<file path="config.mk">
export PLATFORM = sky130hd
export DESIGN_NAME = fpma_ram
export DESIGN_NICKNAME = d
export VERILOG_FILES = /design/src/rtl/fpma_ram.sv
export SDC_FILE = /design/constraint.sdc
export NUM_CORES = 1
export LEC_CHECK = 0
export BUFFER_PORTS_ARGS = -buffer_cell sky130_fd_sc_hd__buf_2
export CORE_MARGIN = 2
export CORE_UTILIZATION = 54
export DETAILED_ROUTE_END_ITERATION = 7
export PLACE_DENSITY = 0.79
export SLEW_MARGIN = 20
export SYNTH_ARGS = -nofsm -noshare
export SYNTH_HDL_FRONTEND = slang
export SYNTH_SLANG_ARGS = --single-unit
</file>
<file path="constraint.sdc">
create_clock -name clk -period 1.7 [get_ports clk]
set_input_delay 0.085 -clock clk [delete_from_list [all_inputs] [get_ports clk]]
set_output_delay 0.085 -clock clk [all_outputs]
set_load 0.03 [all_outputs]
</file>
<file path="src/rtl/fpma_ram.sv">
`default_nettype none
module fpma_ram #(
    parameter int WIDTH = 8,
    parameter int DEPTH = 16
) (
    input  wire logic                     clk,
    input  wire logic                     we,
    input  wire logic [$clog2(DEPTH)-1:0] addr,
    input  wire logic [WIDTH-1:0]         wdata,
    output logic      [WIDTH-1:0]         rdata
);

    logic [WIDTH-1:0] mem [DEPTH];

    always_ff @(posedge clk)
    begin
        if (we)
        begin
            mem[addr] <= wdata;
        end
        rdata <= mem[addr];
    end

endmodule
`default_nettype wire

</file>
==> results.sh <==
export IMPL_hold_path_depth=5
export IMPL_die_h_um=100.9
export IMPL_n_antenna_cell=0
export IMPL_rr_worst_depth=3
export IMPL_finalHoldViolations=0
export IMPL_period_minus_slack_ns=1.364
export IMPL_synth_cell_types=18
export IMPL_regArea_mm2=0.004004
export IMPL_start_util=0.5537
export IMPL_drt_wl_total_mm=9.579
export IMPL_final_nets=303
export IMPL_clkTransAtPathRegs_ns=0.06
export IMPL_hp_start="addr[2]"
export IMPL_power_density_mw_per_mm2=1302
export IMPL_cts_root_buf="clkbuf_8"
export IMPL_routedWlPerCell_um=23.19
export IMPL_slew_headroom=0.6311
export IMPL_core_mm2=0.009153
export IMPL_worstSetupEndpointType="register"
export IMPL_synth_top_cell_area_share=0.7585
export IMPL_worstPathMaxFanout=1
export IMPL_seq_power_share=0.471
export IMPL_cp_startpoint="mem[8][3]$_DFFE_PP_"
export IMPL_h_tree_depth=4
export IMPL_power_switching_mw=1.562
export IMPL_synthesis_area_mm2=0.005067
export IMPL_slowest_delay_ns=0.50
export IMPL_drcViolationCount=0
export IMPL_p_clk_frac=0.478
export IMPL_ir_worst_vdd_mv=0.5638
export IMPL_r2r_start="mem[8][3]$_DFFE_PP_"
export IMPL_slowest_stage="mux4_2"
export IMPL_ys_warn_count=0
export IMPL_cp_arrival_ns=1.75
export IMPL_antenna_found_initial=0
export IMPL_synth_area_top_cells="edfxtp_1, mux4_2, dfxtp_1"
export IMPL_rrSetupSlack_ns=0.34
export IMPL_first_pass_iters=5
export IMPL_path_class="register to register"
export IMPL_syn_inst=230
export IMPL_swShare=0.1952
export IMPL_synth_nets=244
export IMPL_fin_ws_ns=0.3362
export IMPL_ant_nets=0
export IMPL_worst_pin_slew_ns=0.5513
export IMPL_drive_gt1_frac=0.3477
export IMPL_grt_usage=0.2065
export IMPL_power_leakage_nw=2.076
export IMPL_hpwl_mm=5.795
export IMPL_synth_area_per_cell_um2=22.03
export IMPL_hp_class="input port to register"
export IMPL_required_ns=2.09
export IMPL_synth_seq_area_share=0.7901
export IMPL_rsz0062_at_grt="false"
export IMPL_path_cells="mux4_2 -> a22oi_1 -> nand2_1"
export IMPL_fillers=553
export IMPL_timing_rr_end="rdata[3]$_DFF_P_"
export IMPL_portBuffers=21
export IMPL_outcome="finished, final reports clean"
export IMPL_cts_buffer_depth=2
export IMPL_multi_input_area_mm2=0.001003
export IMPL_combPwrFrac=0.051
export IMPL_grt_first_pass_wirelength_mm=14.50
export IMPL_clkLatencyLatePin_ns=0.51
export IMPL_die_area_mm2=0.01017
export IMPL_clock_fmax_mhz=733.2
export IMPL_vias=2479
export IMPL_start_kind="register"
export IMPL_grt_overflow=0
export IMPL_timing_final_crit_share=0.8023
export IMPL_grt_max_degree=40
export IMPL_gp_congestion=0.8144
export IMPL_hold_path_end="rdata[0]$_DFF_P_"
export IMPL_p_int_mw=6.438
export IMPL_yosys_area_top_type="edfxtp_1"
export IMPL_max_cap_violations=0
export IMPL_io_pins=22
export IMPL_rows=35
export IMPL_synth_seq_cells=136
export IMPL_setup_viol=0
export IMPL_avgViaCountPerCell=6.002
export IMPL_grt_pass1_vias=2577
export IMPL_slew_viol_final=0
export IMPL_finalSetupTns_ns=0
export IMPL_finClkSkew_ns=0.006557
export IMPL_area_growth_pct=21.26
export IMPL_postCtsSetupRepairBufs=0
export IMPL_cts_tree="done"
export IMPL_clock_sinks=136
export IMPL_cts_buffers=17
export IMPL_total_power_mw=7.999
export IMPL_drt_iter0_markers=166
export IMPL_place_ws_ns=0.2057
export IMPL_die_x_um=100.9
-- layer usage --
layer / share of wire / vias up / GRT usage
li1: - / 1081 / -
met1: 0.40 / 1292 / 0.2601
met2: 0.53 / 92 / 0.3349
met3: 0.050 / 14 / 0.05756
met4: 0.018 / 0 / 0.09800
met5: 0 / - / 0
-- power groups by stage --
stage	clock, mW	combinational (mW)	sequential [mW]
global route	4.01	0.439	3.78
global placement	0	0.381	3.83
floorplan	0	0.193	3.88
finish	3.82	0.408	3.77
CTS	3.87	0.412	3.77
detailed placement	0	0.393	3.84
-- critical path, delay by kind of cell (launching register included) --
kind	cells	cell delay, ns
DFF	1	0.42
and+or+nand+nor	1	0.10
AOI/OAI and AO/OA	1	0.22
muxes	1	0.50
-- logic make-up (layout without fill, tap and decap cells) --
kind of cell	count (synthesis)	in the layout	share of synthesized area
and+or+nand+nor	35	35	0.03210
AOI/OAI and AO/OA	16	16	0.02370
muxes	32	32	0.1422
buffers and inverters	11	83	0.01185
DFF	136	136	0.7901
-- cells in the final DEF (no fill, tap or decap) --
cell,Yosys,final
edfxtp_1,128,128
clkbuf_8,0,1
clkinvlp_4,0,2
buf_12,0,2
nand2_1,9,9
buf_4,0,20
clkinv_4,0,1
dlygate4sd3_1,0,8
nor2b_1,2,2
nor2_1,13,13
mux4_2,32,32
nand3b_1,2,2
clkinv_2,0,3
and2_1,1,1
clkbuf_1,2,2
clkinv_1,0,1
nor3_1,4,4
clkbuf_16,0,16
inv_6,0,1
nand2b_1,2,2
nand3_1,1,1
or3b_2,1,1
a22oi_1,16,16
bufinv_16,0,5
dfxtp_1,8,8
buf_2,2,21
-- through the flow --
stage / hold slack [ns] / instances / instance area, um^2 / util
finish: 0.1995 / 413 / 6145 / 0.6714
global route: 0.1999 / 413 / 6145 / 0.6714
CTS: 0.1816 / 413 / 6145 / 0.6714
detailed placement: 0.4797 / 373 / 5441 / 0.5945
global placement: 0.4664 / 373 / 5441 / 0.5945
floorplan: 0.1839 / 230 / 5067 / -
-- flip-flops by register name, summed over array words and instances (netlist names) --
register / cells
rdata: 8
mem: 128
-- final cells by class --
class | instances | area share
Multi-Input combinational cell | 83 | 0.1633
Timing Repair Buffer | 51 | 0.06109
Clock inverter | 13 | 0.03278
Clock buffer | 19 | 0.06862
Sequential cell | 136 | 0.6516
Tap cell | 111 | 0.02260
-- cells in the mapped netlist, drive strengths merged --
| master | n |
|---|---|
| a22oi | 16 |
| and2 | 1 |
| buf | 8 |
| clkbuf | 3 |
| dfxtp | 8 |
| edfxtp | 128 |
| mux4 | 32 |
| nand2 | 9 |
| nand2b | 2 |
| nand3 | 1 |
| nand3b | 2 |
| nor2 | 13 |
| nor2b | 2 |
| nor3 | 4 |
| or3b | 1 |
-- timing repair --
| action | CTS | global route |
|---|---|---|
| hold endpoints to repair | 128 | 0 |
| gates resized for setup | 0 | 0 |
| hold buffers | 8 | 0 |
-- how the worst max path moves through the flow --
stage / cells past startpoint / endpoint
after global routing: 3 / rdata[1]$_DFF_P_
after floorplan: 2 / mem[0][0]$_DFFE_PP_
after global placement: 5 / rdata[1]$_DFF_P_
after detailed placement: 5 / rdata[1]$_DFF_P_
after CTS: 3 / rdata[3]$_DFF_P_
final: 3 / rdata[3]$_DFF_P_
No activity file was read; power rests on OpenSTA's default activity.
